[src/hw/rtl/tpwa_pkg.sv]
// Shared widths and constants of the temporal pixel weighted average unit.
`timescale 1ns / 1ps
`default_nettype none

package tpwa_pkg;

  localparam int unsigned ROW_W        = 6;
  localparam int unsigned COL_W        = 6;
  localparam int unsigned SLOT_W       = 2;
  localparam int unsigned SAMPLE_W     = 16;
  localparam int unsigned COEFF_W      = 17;
  localparam int unsigned IN_TDATA_W   = 32;
  localparam int unsigned OUT_TDATA_W  = 16;

  localparam logic [COEFF_W-1:0] COEFF_ONE   = 17'h10000;
  localparam logic [COEFF_W-1:0] COEFF_RESET = 17'h08000;

  localparam int unsigned TD_ROW_LO    = 0;
  localparam int unsigned TD_COL_LO    = TD_ROW_LO + ROW_W;
  localparam int unsigned TD_SLOT_LO   = TD_COL_LO + COL_W;
  localparam int unsigned TD_SAMPLE_LO = TD_SLOT_LO + SLOT_W;

  localparam int unsigned PROD_W = SAMPLE_W + COEFF_W;

endpackage

`default_nettype wire

[src/hw/rtl/tpwa_recip_div.sv]
// Two-stage divide of the weighted sum by 2^k-1 through a reciprocal table.
`timescale 1ns / 1ps
`default_nettype none

module tpwa_recip_div #(
  parameter int unsigned QUEUE_DEPTH = 4
) (
  input  wire logic                                        clk_i,
  input  wire logic                                        rst_ni,
  input  wire logic                                        en_i,
  input  wire logic                                        valid_i,
  input  wire logic [tpwa_pkg::SAMPLE_W+QUEUE_DEPTH-1:0]   sum_i,
  input  wire logic [$clog2(QUEUE_DEPTH+1)-1:0]            k_i,
  output logic                                             valid_o,
  output logic [tpwa_pkg::SAMPLE_W-1:0]                    quot_o
);
  import tpwa_pkg::*;

  localparam int unsigned SW = SAMPLE_W + QUEUE_DEPTH;
  localparam int unsigned KW = $clog2(QUEUE_DEPTH + 1);
  localparam int unsigned RW = SW + QUEUE_DEPTH + 1;

  logic [SW:0] recip_tab [QUEUE_DEPTH+1];

  assign recip_tab[0] = '0;
  for (genvar g = 1; g <= QUEUE_DEPTH; g++) begin : g_recip
    localparam logic [SW:0] RECIP = (SW+1)'((64'd1 << SW) / ((64'd1 << g) - 64'd1));
    assign recip_tab[g] = RECIP;
  end

  logic              va_q;
  logic [SW-1:0]     suma_q;
  logic [KW-1:0]     ka_q;
  logic              vb_q;
  logic [2*SW:0]     prodb_q;
  logic [SW-1:0]     sumb_q;
  logic [KW-1:0]     kb_q;

  logic [2*SW:0]     prod_d;
  logic [SW-1:0]     q0;
  logic [RW-1:0]     qd;
  logic [RW-1:0]     rem;
  logic [RW-1:0]     divisor;
  logic [SW-1:0]     quot;

  assign prod_d = (2*SW+1)'(suma_q) * (2*SW+1)'(recip_tab[ka_q]);

  always_comb begin
    q0      = prodb_q[2*SW-1:SW];
    qd      = (RW'(q0) << kb_q) - RW'(q0);
    rem     = RW'(sumb_q) - qd;
    divisor = (RW'(1) << kb_q) - RW'(1);
    quot    = (rem >= divisor) ? q0 + SW'(1) : q0;
  end

  assign valid_o = vb_q;
  assign quot_o  = quot[SAMPLE_W-1:0];

  always_ff @(posedge clk_i or negedge rst_ni) begin
    if (!rst_ni) begin
      va_q <= 1'b0;
      vb_q <= 1'b0;
    end else if (en_i) begin
      va_q <= valid_i;
      vb_q <= va_q;
    end
  end

  always_ff @(posedge clk_i) begin
    if (en_i) begin
      suma_q  <= sum_i;
      ka_q    <= k_i;
      prodb_q <= prod_d;
      sumb_q  <= suma_q;
      kb_q    <= ka_q;
    end
  end

endmodule

`default_nettype wire

[config.mk]
export PLATFORM = sky130hd
export DESIGN_NAME = tpwa_recip_div
export DESIGN_NICKNAME = d
export VERILOG_FILES = /design/src/hw/rtl/tpwa_pkg.sv /design/src/hw/rtl/tpwa_recip_div.sv
export SDC_FILE = /design/constraint.sdc
export NUM_CORES = 1
export LEC_CHECK = 0
export ABC_CLOCK_PERIOD_IN_PS = 12300
export BUFFER_PORTS_ARGS = -buffer_cell sky130_fd_sc_hd__buf_4
export CORE_ASPECT_RATIO = 1.75
export CORE_MARGIN = 8
export CORE_UTILIZATION = 30
export CTS_CLUSTER_SIZE = 28
export DETAILED_ROUTE_END_ITERATION = 7
export MAX_ROUTING_LAYER = met4
export PLACE_DENSITY = 0.46
export SYNTH_ARGS = -nofsm -noshare
export SYNTH_HDL_FRONTEND = slang
export SYNTH_SLANG_ARGS = --single-unit
[constraint.sdc]
create_clock -name clk_i -period 12.3 [get_ports clk_i]
set_input_delay 3.075 -clock clk_i [delete_from_list [all_inputs] [get_ports clk_i]]
set_output_delay 3.075 -clock clk_i [all_outputs]
set_load 0.03 [all_outputs]
Word level (Yosys, flattened, before mapping)

Memories as Yosys holds them, arrays and structs flattened.
Index checks and enable logic that the tools add are counted.

Multiply operators: 1
Bitwise gates (word level): 1
Shift operators: 2
Add/sub/neg operators: 4
$lt $le $gt $ge: 2
Multiplexer cells: 3

Operators by type and width:

| cell                                                      | count |
|---|---|
| 2-to-1 mux 21 bit                                         | 2 |
| multiplier 20 x 21 -> 40 bit                              | 1 |
| greater-or-equal comparator 25 bit                        | 1 |
| << shifter 1 x 3 -> 25 bit (first input constant)         | 1 |
| << shifter 20 x 3 -> 25 bit                               | 1 |
| subtractor 20 x 25 -> 25 bit                              | 1 |
| subtractor 25 x 2 -> 25 bit (second input constant)       | 1 |
| subtractor 25 x 20 -> 25 bit                              | 1 |
| adder 16 x 1 -> 16 bit (second input constant)            | 1 |
| 2-to-1 mux 16 bit                                         | 1 |
| greater-or-equal comparator 4 bit (second input constant) | 1 |
| inverter 3 -> 4 bit                                       | 1 |

Logic and storage cells: 21
Bits in registers: 88
Output and inout port bits: 17
ROM bits: 168
Memories: 1
Input bits: 27

Memory list:

| name            | words | bits a word | read ports | clocked after memory_dff | wr ports | RTL line             | text |
|---|---|---|---|---|---|---|---|
| (no name shown) | 8     | 21          | 1          | 0                        | 0        | tpwa_recip_div.sv:46 | `assign prod_d = (2*SW+1)'(suma_q) * (2*SW+1)'(recip_tab[ka_q]);` |

Depth between registers and ports, before layout

Gate-level depths: netlist of run 1.

Word-level depth: 5
Gate-level depth with buffers: 30

Least setup slack after synthesis of run 1

Ideal clock, no wire load.

Kind: reg-to-output
From: register kb_q[0]
To: output port quot_o[1] (netlist name)
Cell stages (with the launch flop): 26
Path buffers: 3
Path slack: 3220 ps
Arrival: 6005 ps
Cell sequence: edfxtp_1 clkbuf_1 buf_1 mux2i_1 nor3_1 fa_1 inv_1 fa_1 a21o_1 a21oi_1 o21bai_1 a211oi_2 o21ai_1 a211oi_1 nor2_1 o21ai_0 xnor2_1 ha_1 a21o_1 a21o_1 a21oi_1 nand3_1 a311o_1 and2_1 clkbuf_1 o21ai_0

Word-level cells in the longest chain between the ends: 5
Elaborated cells on any way between the ends: 7
Those cells by class: add/sub: 3; order compare: 1; shift: 2; mux: 1

RTL lines:

| element                              | RTL line             | text |
|---|---|---|
| start: declaration                   | tpwa_recip_div.sv:37 | `logic [KW-1:0] kb_q;` |
| start signal: assignment             | tpwa_recip_div.sv:75 | `kb_q <= ka_q;` |
| << shifter 20 x 3 -> 25 bit          | tpwa_recip_div.sv:50 | `qd = (RW'(q0) << kb_q) - RW'(q0);` |
| subtractor 25 x 20 -> 25 bit         | tpwa_recip_div.sv:50 |  |
| subtractor 20 x 25 -> 25 bit         | tpwa_recip_div.sv:51 | `rem = RW'(sumb_q) - qd;` |
| greater-or-equal comparator 25 bit * | tpwa_recip_div.sv:53 | `quot = (rem >= divisor) ? q0 + SW'(1) : q0;` |
| 2-to-1 mux 16 bit *                  | tpwa_recip_div.sv:53 |  |
| end: declaration                     | tpwa_recip_div.sv:15 | `output logic [tpwa_pkg::SAMPLE_W-1:0] quot_o` |

Every way passes the cells marked *; elsewhere a longest branch is shown, timed or not.

Worst setup path in the final report of run 1

From: register kb_q[1]
To: output port quot_o[10] (netlist name)

The elaborated chain is that of the path after synthesis.

==> qor.yml, run 1 <==
maxCapViolations: 0
grt_antenna_before_repair: 1
die_area_um2: 55800
synth_xor_area_share_pct: 3.57
rsz0062_at_grt: "no"
die_w_um: 182
ys_seq_elements: 68
grt_overflow: 0
drtIter0Drc: 533
start_util_pct: 30.3
fmax_mhz: 96.4
vias_per_cell: 4.77
synth_largest_area_cell: "fa_1"
cp_common_cell: "a21o_1"
synth_simple_gate_area_share_pct: 10.3
grt_pass1_vias: 11500
fillerInstances: 4991
maxSlewViolCount: 0
synth-compound-area-share_pct: 8.95
setup-tns-final_ns: 0
ys_seq_area_share_pct: 14.0
die_h_um: 307
drt_pass1_iterations: 6
status: "completed"
p_clk_share_pct: 6.3
cp_slowest_cell: "edfxtp_1"
timing.hold.ws_ns: 0.514
grt_pass1_wl_mm: 65.7
cts_tree: "done"
numPlacedInstances: 2163
yosys.cell_types.count: 62
cts-buffers-inserted: 9
yosys-top-cells-count: "inv_1, ha_1, fa_1"
routedWlPerCell_um: 19.6
num_rows: 106
crit_buf_inv: 3
grt_max_degree: 69
track_usage_pct: 16.3
clock_sinks: 68
drc: 0
synth_edf_count: 66
syn_to_final_growth_pct: 9.28
p_sw_share_pct: 52.4
synthMostInstantiatedCell: "inv_1"
drtAntennaViolNets: 0
stdcell_count: 2179
hold_viol_final: 0
cp.arrival_ns: 7.30
synth_warnings: 0
worst_slew_pin_slew_ns: 1.27
netlist_area_um2: 14500
fin_worst_skew_ns: 0.00927
clock_latency_ns: 0.37
seqPwrFrac_pct: 10.7
dp_slack_ns: 2.24
p_int_uw: 2070
core_um2: 47700
htree_levels: 3
comb_power_share_pct: 83.0
netlist_instances: 1540
ys_top_cells_by_area: "fa_1, ha_1, edfxtp_1, inv_1, xnor2_1"
path_clk_slew_ns: 0.06
critPathKind: "reg -> out"
n_antenna_cell: 0
crit_path_start_kind: "flip-flop"
post_cts_resize_count: 0
boundaryPins: 44
hold_path_class: "reg -> reg"
clockBufferDepth: 2
fin_crit_sh_pct: 84.4
yosysTopAreaCellShare_pct: 28.3
ys.flop_type: "edfxtp_1"
clock-root-buffer: "clkbuf_16"
ir_drop_mv: 0.140
post_cts_buffers: 0
io_buffers: 43
dp_hpwl_mm: 38.2
period_needed_ns: 10.38
drive_above_1_share_pct: 5.30
slowest_delay_ns: 1.01
synthAdderAreaFrac_pct: 50.8
power_density_nw_per_um2: 275
maxSlewHeadroom_pct: 15.3
synth_mux_area_share_pct: 0.950
layout.nets: 2072
critPathTopFamily: "compound AO/OA/AOI/OAI gates"
wirelength_mm: 42.8
setup_viol: 0
ys_async_sr_fraction_pct: 2.94
worstSetupEndpointType: "primary output"
required_ns: 9.22
gp_routability_congestion: 0.890
switchingPower_uw: 2280
syn_area_per_cell_um2: 9.40
cts_hold_buf: 0
timing.final.ws_setup_ns: 1.92
p_leak_uw: 0.00843
cp_max_fo: 31
vias: 10400
synth_top_family_by_area: "adder cells"
cell usage in the layout, fill, tap and decap left out, types with 9 or more instances in the layout:
cell	count
nor3_1	20
and3_1	35
o21ai_0	53
conb_1	15
nand4_1	17
xnor2_1	47
clkbuf_16	9
a21o_1	32
edfxtp_1	66
nand3_1	23
inv_1	401
xor2_1	12
ha_1	260
buf_4	49
nor2_1	55
and2_1	32
nor2b_1	26
o21bai_1	14
fa_1	205
nand2_1	75
a21oi_1	52
metrics by stage:
step           power, µW  cell area, µm²  util, %
6_report            4350           15800     33.1
2_1_floorplan       3100           14500        -
3_5_place_dp        4100           15500     32.5
5_1_grt             4860           15800     33.1
3_3_place_gp        4090           15500     32.5
4_1_cts             4420           15800     33.1
state kept, by name, indices dropped and copies added (netlist names):
| signal | count |
|---|---|
| ka_q | 3 |
| kb_q | 3 |
| prodb_q | 20 |
| valid_o | 1 |
| sumb_q | 20 |
| suma_q | 20 |
| va_q | 1 |
metal layers:
metal  GRT usage, %  part of all wire, %
met1           14.6                   33
met2           32.2                   59
met3           1.38                  1.8
met4           10.0                  6.7
met5              -                    0
power by group through the flow:
stage | clock network (µW) | logic, µW | registers [µW]
3_3_place_gp | 0 | 3620 | 473
2_1_floorplan | 0 | 2690 | 412
4_1_cts | 287 | 3670 | 468
3_5_place_dp | 0 | 3630 | 472
5_1_grt | 293 | 4100 | 468
6_report | 275 | 3610 | 465
kinds of logic after synthesis:
logic type                 count (synthesis)
AOI/OAI and AO/OA                        202
xor gates and xnor gates                  59
adders and majority gates                465
buffers and inverters                    437
DFF                                       68
muxes                                     11
other                                      1
and+or+nand+nor                          297
final cells by class:
class | instances | area [µm²] | area share [%]
flip-flops and latches | 68 | 2030 | 12.8
inverters | 403 | 1510 | 9.56
well taps | 594 | 743 | 4.70
multi-input cells | 1049 | 10900 | 68.6
repair buffers | 49 | 368 | 2.32
clock inverters | 7 | 81.3 | 0.514
clock buffers | 9 | 225 | 1.42
path summary, 6_finish.rpt:
| check | cells after the start | slack, ns | endpoint | start |
|---|---|---|---|---|
| min in group asynchronous | 1 | 2.47 | valid_o | rst_ni |
| hold / removal | 1 | 0.51 | valid_o | valid_o |
| setup reg to reg | 24 | 3.58 | prodb_q[37] | ka_q[0] |
| max in group asynchronous | 1 | 9.74 | va_q | rst_ni |
| hold reg to reg | 1 | 0.51 | valid_o | valid_o |
| setup / recovery | 25 | 1.92 | quot_o[10] | kb_q[1] |
(Power assumes the default switching activity.)
==> run 2: changes to the inputs <==
--- a/config.mk
+++ b/config.mk
@@ -5,7 +5,8 @@
 export SDC_FILE = /design/constraint.sdc
 export NUM_CORES = 1
 export LEC_CHECK = 0
-export ABC_CLOCK_PERIOD_IN_PS = 12300
+export ABC_AREA = 1
+export ABC_CLOCK_PERIOD_IN_PS = 8500
 export BUFFER_PORTS_ARGS = -buffer_cell sky130_fd_sc_hd__buf_4
 export CORE_ASPECT_RATIO = 1.75
 export CORE_MARGIN = 8
@@ -13,7 +14,7 @@
 export CTS_CLUSTER_SIZE = 28
 export DETAILED_ROUTE_END_ITERATION = 7
 export MAX_ROUTING_LAYER = met4
-export PLACE_DENSITY = 0.46
+export PLACE_DENSITY = 0.48
 export SYNTH_ARGS = -nofsm -noshare
 export SYNTH_HDL_FRONTEND = slang
 export SYNTH_SLANG_ARGS = --single-unit
==> constraint.sdc (replaced) <==
create_clock -name clk_i -period 8.5 [get_ports clk_i]
set_input_delay 2.125 -clock clk_i [delete_from_list [all_inputs] [get_ports clk_i]]
set_output_delay 2.125 -clock clk_i [all_outputs]
set_load 0.03 [all_outputs]
==> run 2 against run 1 <==
Effect of this change:
- synthesized area grew 9.1%
- critical path depth shrank 3
- clock-buffer cell count is the same
- core utilization grew 0.12 points
- non-clock buffer count grew 16
- sequential share of layout area shrank 1.1 points
- worst hold slack lost 0.045 ns
- clock skew grew 0.0020 ns
- routed wire length grew 34%
- first-iteration DRC count shrank 1.9%
- sequential cell count is the same
- design area grew 9.8%
- largest cell class unchanged
- highest routed layer unchanged
==> qor.yml, run 2 <==
cts-buffers-inserted: 9  # unchanged
gp_routability_congestion: 0.972  # was 0.890
routedWlPerCell_um: 20.9  # was 19.6 µm
rrSetupSlack_ns: 1.28  # was 3.58 ns
holdPathEnd: "sumb_q[13]"  # was valid_o
core_um2: 52200  # was 47700 µm²
reg.largest.list: "prodb_q (20), suma_q (20), sumb_q (20)"  # unchanged
start_util_pct: 30.3  # about the same
dp_hpwl_mm: 52.4  # was 38.2 mm
setup-tns-final_ns: 0  # unchanged
ys_seq_area_share_pct: 12.9  # was 14.0%
rr_worst_depth: 21  # was 24
grt_overflow: 0  # unchanged
cp_max_fo: 17  # was 31
ys_seq_elements: 68  # unchanged
maxCapViolations: 0  # unchanged
worst_slew_pin_slew_ns: 0.885  # was 1.27 ns
boundaryPins: 44  # unchanged
clockBufferDepth: 2  # unchanged
syn_to_final_growth_pct: 9.95  # was 9.28%
layout_commonest_cell: "inv_1"  # unchanged
grt_pass1_wl_mm: 86.5  # was 65.7 mm
worstSetupEndpointType: "primary output"  # unchanged
netlist_area_um2: 15800  # was 14500 µm²
synth_warnings: 0  # unchanged
min_path_cells: 0  # was 1
ys.flop_type: "edfxtp_1"  # unchanged
ys_async_sr_fraction_pct: 2.94  # unchanged
drtAntennaViolNets: 0  # unchanged
htree_levels: 3  # unchanged
track_usage_pct: 20.0  # was 16.3%
drive_above_1_share_pct: 4.79  # was 5.30%
yosys.cell_types.count: 47  # was 62
die_h_um: 320  # was 307 µm
clock_latency_ns: 0.37  # about the same
io_buffers: 43  # unchanged
drtIter0Drc: 523  # was 533
synth_edf_count: 66  # unchanged
clock-root-buffer: "clkbuf_16"  # unchanged
maxSlewViolCount: 0  # unchanged
hold_path_class: "reg -> reg"  # unchanged
period_needed_ns: 8.12
required_ns: 6.38  # was 9.22 ns
vias_per_cell: 4.71  # was 4.77
rsz0062_at_grt: "no"  # unchanged
ys_top_cells_by_area: "fa_1, ha_1, edfxtp_1, inv_1, nand2_1"  # was fa_1, ha_1, edfxtp_1, inv_1, xnor2_1
cts_tree: "done"  # unchanged
num_rows: 111  # was 106
die_area_um2: 60600  # was 55800 µm²
fin_crit_sh_pct: 95.6
drc: 0  # unchanged
wirelength_mm: 57.5  # was 42.8 mm
drt_pass1_iterations: 5  # was 6
maxSlewHeadroom_pct: 41.0  # was 15.3%
fillerInstances: 5693  # was 4991
fin_worst_skew_ns: 0.0113  # was 0.00927 ns
r2r_start: "ka_q[2]"  # was ka_q[0]
mostFrequentLayoutCells: "inv_1, nand2_1, ha_1"  # was inv_1, ha_1, fa_1
hold_viol_final: 0  # unchanged
netlist_instances: 2001  # was 1540
setup_viol: 0  # unchanged
status: "completed"  # unchanged
clock_sinks: 68  # unchanged
vias: 12900  # was 10.4k
die_w_um: 189  # was 182 µm
layout.nets: 2554  # was 2072
grt_max_degree: 64  # was 69
grt_antenna_before_repair: 0  # was 1
synthMostInstantiatedCell: "inv_1"  # unchanged
critPathKind: "reg -> out"  # unchanged
crit_path_start_kind: "flip-flop"  # unchanged
yosys-top-cells-count: "inv_1, nand2_1, ha_1"  # was inv_1, ha_1, fa_1
worstHoldStart: "suma_q[13]"  # was valid_o
r2r_end: "prodb_q[27]"  # was prodb_q[37]
fmax_mhz: 123
synth_largest_area_cell: "fa_1"  # unchanged
cp.arrival_ns: 6.00  # was 7.30 ns
yosysTopAreaCellShare_pct: 26.0  # was 28.3%
syn_area_per_cell_um2: 7.90  # was 9.40 µm²
n_antenna_cell: 0  # unchanged
grt_pass1_vias: 14400  # was 11.5k
path_clk_slew_ns: 0.07  # was 0.06 ns
==> run 2: changes by cell type after synthesis, moves of 26 or more <==
cell,delta
inv_1,+97
nand3_1,+34
and2_1,-31
nor2_1,+177
a21oi_1,+27
nand2_1,+253
nor2b_1,-26
xnor2_1,-35
and3_1,-35
==> run 2: layer usage <==
metal,vias to the layer above,track usage [%],part of all wire (%)
li1,6333,-,-
met1,6220,16.4,31
met2,240,40.3,59
met3,131,1.13,1.6
met4,0,15.2,8.7
met5,-,-,0
==> run 2: per-stage QoR <==
stage / hold WS, ns / utilization (%) / cells / setup slack (ns) / instance area, µm²
4_1_cts: 0.467 / 33.2 / 2743 / 0.181 / 17300
5_1_grt: 0.480 / 33.3 / 2745 / 0.00813 / 17400
2_1_floorplan: 0.421 / - / 2015 / 1.91 / 15900
3_3_place_gp: 0.446 / 32.6 / 2727 / 0.547 / 17000
6_report: 0.470 / 33.3 / 2745 / 0.376 / 17400
3_5_place_dp: 0.452 / 32.6 / 2727 / 0.618 / 17000
==> run 2: timing repair <==
| action | 4_1_cts | 5_1_grt |
|---|---|---|
| setup endpoints to repair | 0 | 16 |
| buffers inserted | 0 | 2 |
| hold buffers | 0 | 0 |
| gates resized for setup | 0 | 3 |
==> run 2: final cells by class <==
type	count	area (µm²)	share of cell area (%)
Multi-Input combinational cell	1416	11800	68.0
Inverter	502	1890	10.9
Clock inverter	7	80.1	0.461
Timing Repair Buffer	65	488	2.81
Sequential cell	68	2030	11.7
Tap cell	678	848	4.88
Clock buffer	9	225	1.30
==> run 2: kinds of logic after synthesis <==
group | share of synthesized area, %
AND/OR/NAND/NOR | 18.1
buffers and inverters | 12.8
other | 0.0237
adder cells (fa/ha/maj) | 46.6
AO/OA/AOI/OAI | 6.92
multiplexers | 0.317
XOR/XNOR | 2.49
flip-flops | 12.9
==> run 2: worst max path at each step <==
stage | from | endpoint | slack, ns | depth (start not counted)
6_report | kb_q[0] | quot_o[8] | 0.38 | 22
5_1_grt | kb_q[0] | quot_o[12] | 0.008 | 28
4_1_cts | kb_q[0] | quot_o[8] | 0.18 | 27
3_5_place_dp | kb_q[0] | quot_o[8] | 0.62 | 27
3_3_place_gp | kb_q[0] | quot_o[2] | 0.55 | 24
2_1_floorplan | kb_q[2] | quot_o[5] | 1.91 | 26
==> run 2: worst max-delay path: stages (launching register included) <==
cell      delay [ns]
edfxtp_1        0.55
buf_4           0.26
o21ai_0         0.30
mux2i_1         0.14
o21ai_0         0.42
fa_1            0.49
inv_1           0.07
ha_1            0.35
a21oi_1         0.29
o21ai_0         0.15
a31oi_1         0.41
nand3_1         0.20
xor2_1          0.18
buf_4           0.14
ha_1            0.30
nand2_1         0.10
nor3_4          0.27
nand4_4         0.30
nand3_2         0.18
buf_4           0.20
nand2_1         0.07
nand2_1         0.08
buf_4           0.17
Power of run 2 is not shown: default switching activity piles up to over one toggle a cycle in this logic, so the estimate is an artifact.
==> run 3: changes to the inputs <==
--- a/config.mk
+++ b/config.mk
@@ -14,7 +14,7 @@
 export CTS_CLUSTER_SIZE = 28
 export DETAILED_ROUTE_END_ITERATION = 7
 export MAX_ROUTING_LAYER = met4
-export PLACE_DENSITY = 0.48
+export PLACE_DENSITY = 0.47
 export SYNTH_ARGS = -nofsm -noshare
 export SYNTH_HDL_FRONTEND = slang
 export SYNTH_SLANG_ARGS = --single-unit
==> run 3 against run 2 <==
Effect of this change:
- design area about the same
- final cell count down 0.11%
- via count up 2.2%
- routed wire length up 4.2%
- register-to-register slack worse by 0.27 ns
- sequential cell count unchanged
- highest routed layer unchanged
- critical endpoint is now quot_o[5]
- largest cell class unchanged
- sequential share of layout area about the same
- first-iteration DRC count up 1.5%
==> qor.yml, run 3 (synthesized netlist as in run 2, its figures left out) <==
cts_tree: "done"  # unchanged
gp_routability_congestion: 1.00  # was 0.972
reg.largest.list: "prodb_q (20), suma_q (20), sumb_q (20)"  # unchanged
hold_path_class: "reg -> reg"  # unchanged
grt_pass1_vias: 14800  # was 14.4k
mostFrequentLayoutCells: "inv_1, nand2_1, ha_1"  # unchanged
drc: 0  # unchanged
status: "completed"  # unchanged
fillerInstances: 5695  # was 5693
drt_pass1_iterations: 8  # was 5
cp_max_fo: 24  # was 17
clockBufferDepth: 2  # unchanged
maxCapViolations: 0  # unchanged
stdcell_count: 2742  # was 2745
n_antenna_cell: 0  # unchanged
worstSetupEndpointType: "primary output"  # unchanged
setup_viol: 0  # unchanged
crit_path_start_kind: "flip-flop"  # unchanged
hold_viol_final: 0  # unchanged
required_ns: 6.38  # about the same
path_clk_slew_ns: 0.06  # was 0.07 ns
start_util_pct: 30.3  # unchanged
worst_slew_pin_slew_ns: 0.895  # was 0.885 ns
period_needed_ns: 7.93  # was 8.12 ns
cp.arrival_ns: 5.81  # was 6.00 ns
cts-buffers-inserted: 9  # unchanged
routedWlPerCell_um: 21.8  # was 20.9 µm
htree_levels: 3  # unchanged
rsz0062_at_grt: "no"  # unchanged
wirelength_mm: 59.9  # was 57.5 mm
rr_worst_depth: 23  # was 21
layout_commonest_cell: "inv_1"  # unchanged
critPathKind: "reg -> out"  # unchanged
maxSlewHeadroom_pct: 40.3  # was 41.0%
vias_per_cell: 4.82  # was 4.71
boundaryPins: 44  # unchanged
num_rows: 111  # unchanged
grt_overflow: 0  # unchanged
track_usage_pct: 20.9  # was 20.0%
clock_sinks: 68  # unchanged
core_um2: 52200  # unchanged
vias: 13200  # was 12.9k
grt_pass1_wl_mm: 89.8  # was 86.5 mm
die_h_um: 320  # unchanged
setup-tns-final_ns: 0  # unchanged
fin_crit_sh_pct: 93.3  # was 95.6%
drtIter0Drc: 531  # was 523
die_w_um: 189  # unchanged
maxSlewViolCount: 0  # unchanged
dp_hpwl_mm: 53.5  # was 52.4 mm
io_buffers: 43  # unchanged
layout.nets: 2551  # was 2554
min_path_cells: 0  # unchanged
grt_max_degree: 61  # was 64
grt_antenna_before_repair: 0  # unchanged
numPlacedInstances: 2722  # was 2727
die_area_um2: 60600  # unchanged
cts_hold_buf: 0  # unchanged
fin_worst_skew_ns: 0.0365  # was 0.0113 ns
clock-root-buffer: "clkbuf_16"  # unchanged
rrSetupSlack_ns: 1.01  # was 1.28 ns
syn_to_final_growth_pct: 9.93  # was 9.95%
fmax_mhz: 126  # was 123 MHz
clock_latency_ns: 0.40  # was 0.37 ns
drive_above_1_share_pct: 4.55  # was 4.79%
drtAntennaViolNets: 0  # unchanged
-- run 3: final timing paths --
path                            from     endpoint
max                          kb_q[1]    quot_o[5]
max reg2reg                  ka_q[1]  prodb_q[36]
min reg2reg                suma_q[8]    sumb_q[8]
min in group asynchronous     rst_ni         va_q
max in group asynchronous     rst_ni      valid_o
min                        suma_q[8]    sumb_q[8]
-- run 3: through the flow --
step | instance area (µm²) | worst slack, ns | hold WS [ns] | util (%)
floorplan | 15900 | 1.91 | 0.421 | -
global placement | 17000 | 0.770 | 0.448 | 32.6
detailed placement | 17000 | 0.668 | 0.434 | 32.6
CTS | 17300 | 0.198 | 0.468 | 33.2
global route | 17400 | 0.0970 | 0.485 | 33.3
finish | 17400 | 0.566 | 0.466 | 33.3
-- run 3: worst max-delay path: stages, from the launching register on --
cell	delay, ns
edfxtp_1	0.38
inv_1	0.59
o21ai_0	0.37
nand2_1	0.12
o21ai_0	0.13
fa_1	0.51
inv_1	0.05
ha_1	0.37
a21oi_1	0.30
nand2_1	0.14
nand2_1	0.07
nand2_1	0.06
a21oi_1	0.21
o21bai_1	0.10
xor2_1	0.46
ha_1	0.37
nand2_1	0.12
nor2_1	0.09
nand2_1	0.07
nand3_1	0.10
a21oi_4	0.18
buf_4	0.23
nand4_1	0.14
nand2_1	0.11
buf_4	0.16
-- run 3: routing by layer --
metal  vias to the layer above  routed length (µm)  GRT usage, %  share of wire [%]
met1                      6347               18600          17.4                 31
met3                       205                1240          1.74                2.1
met5                         -                   0             -                  0
met4                         0                6930          20.1                 12
li1                       6321                   -             -                  -
met2                       332               33100          39.6                 55
-- run 3: area by class of cell --
type | count | area (µm²) | share of cell area [%]
Multi-Input combinational cell | 1416 | 11800 | 68.0
Inverter | 502 | 1890 | 10.9
Sequential cell | 68 | 2030 | 11.7
Timing Repair Buffer | 62 | 484 | 2.79
Clock buffer | 9 | 225 | 1.30
Tap cell | 678 | 848 | 4.88
Clock inverter | 7 | 81.3 | 0.468
-- run 3: what timing repair did --
| action | CTS | global route |
|---|---|---|
| buffers inserted | 0 | 4 |
| resized for setup | 0 | 2 |
| setup endpoints to repair | 0 | 16 |
Power of run 3 is left out for the same reason.
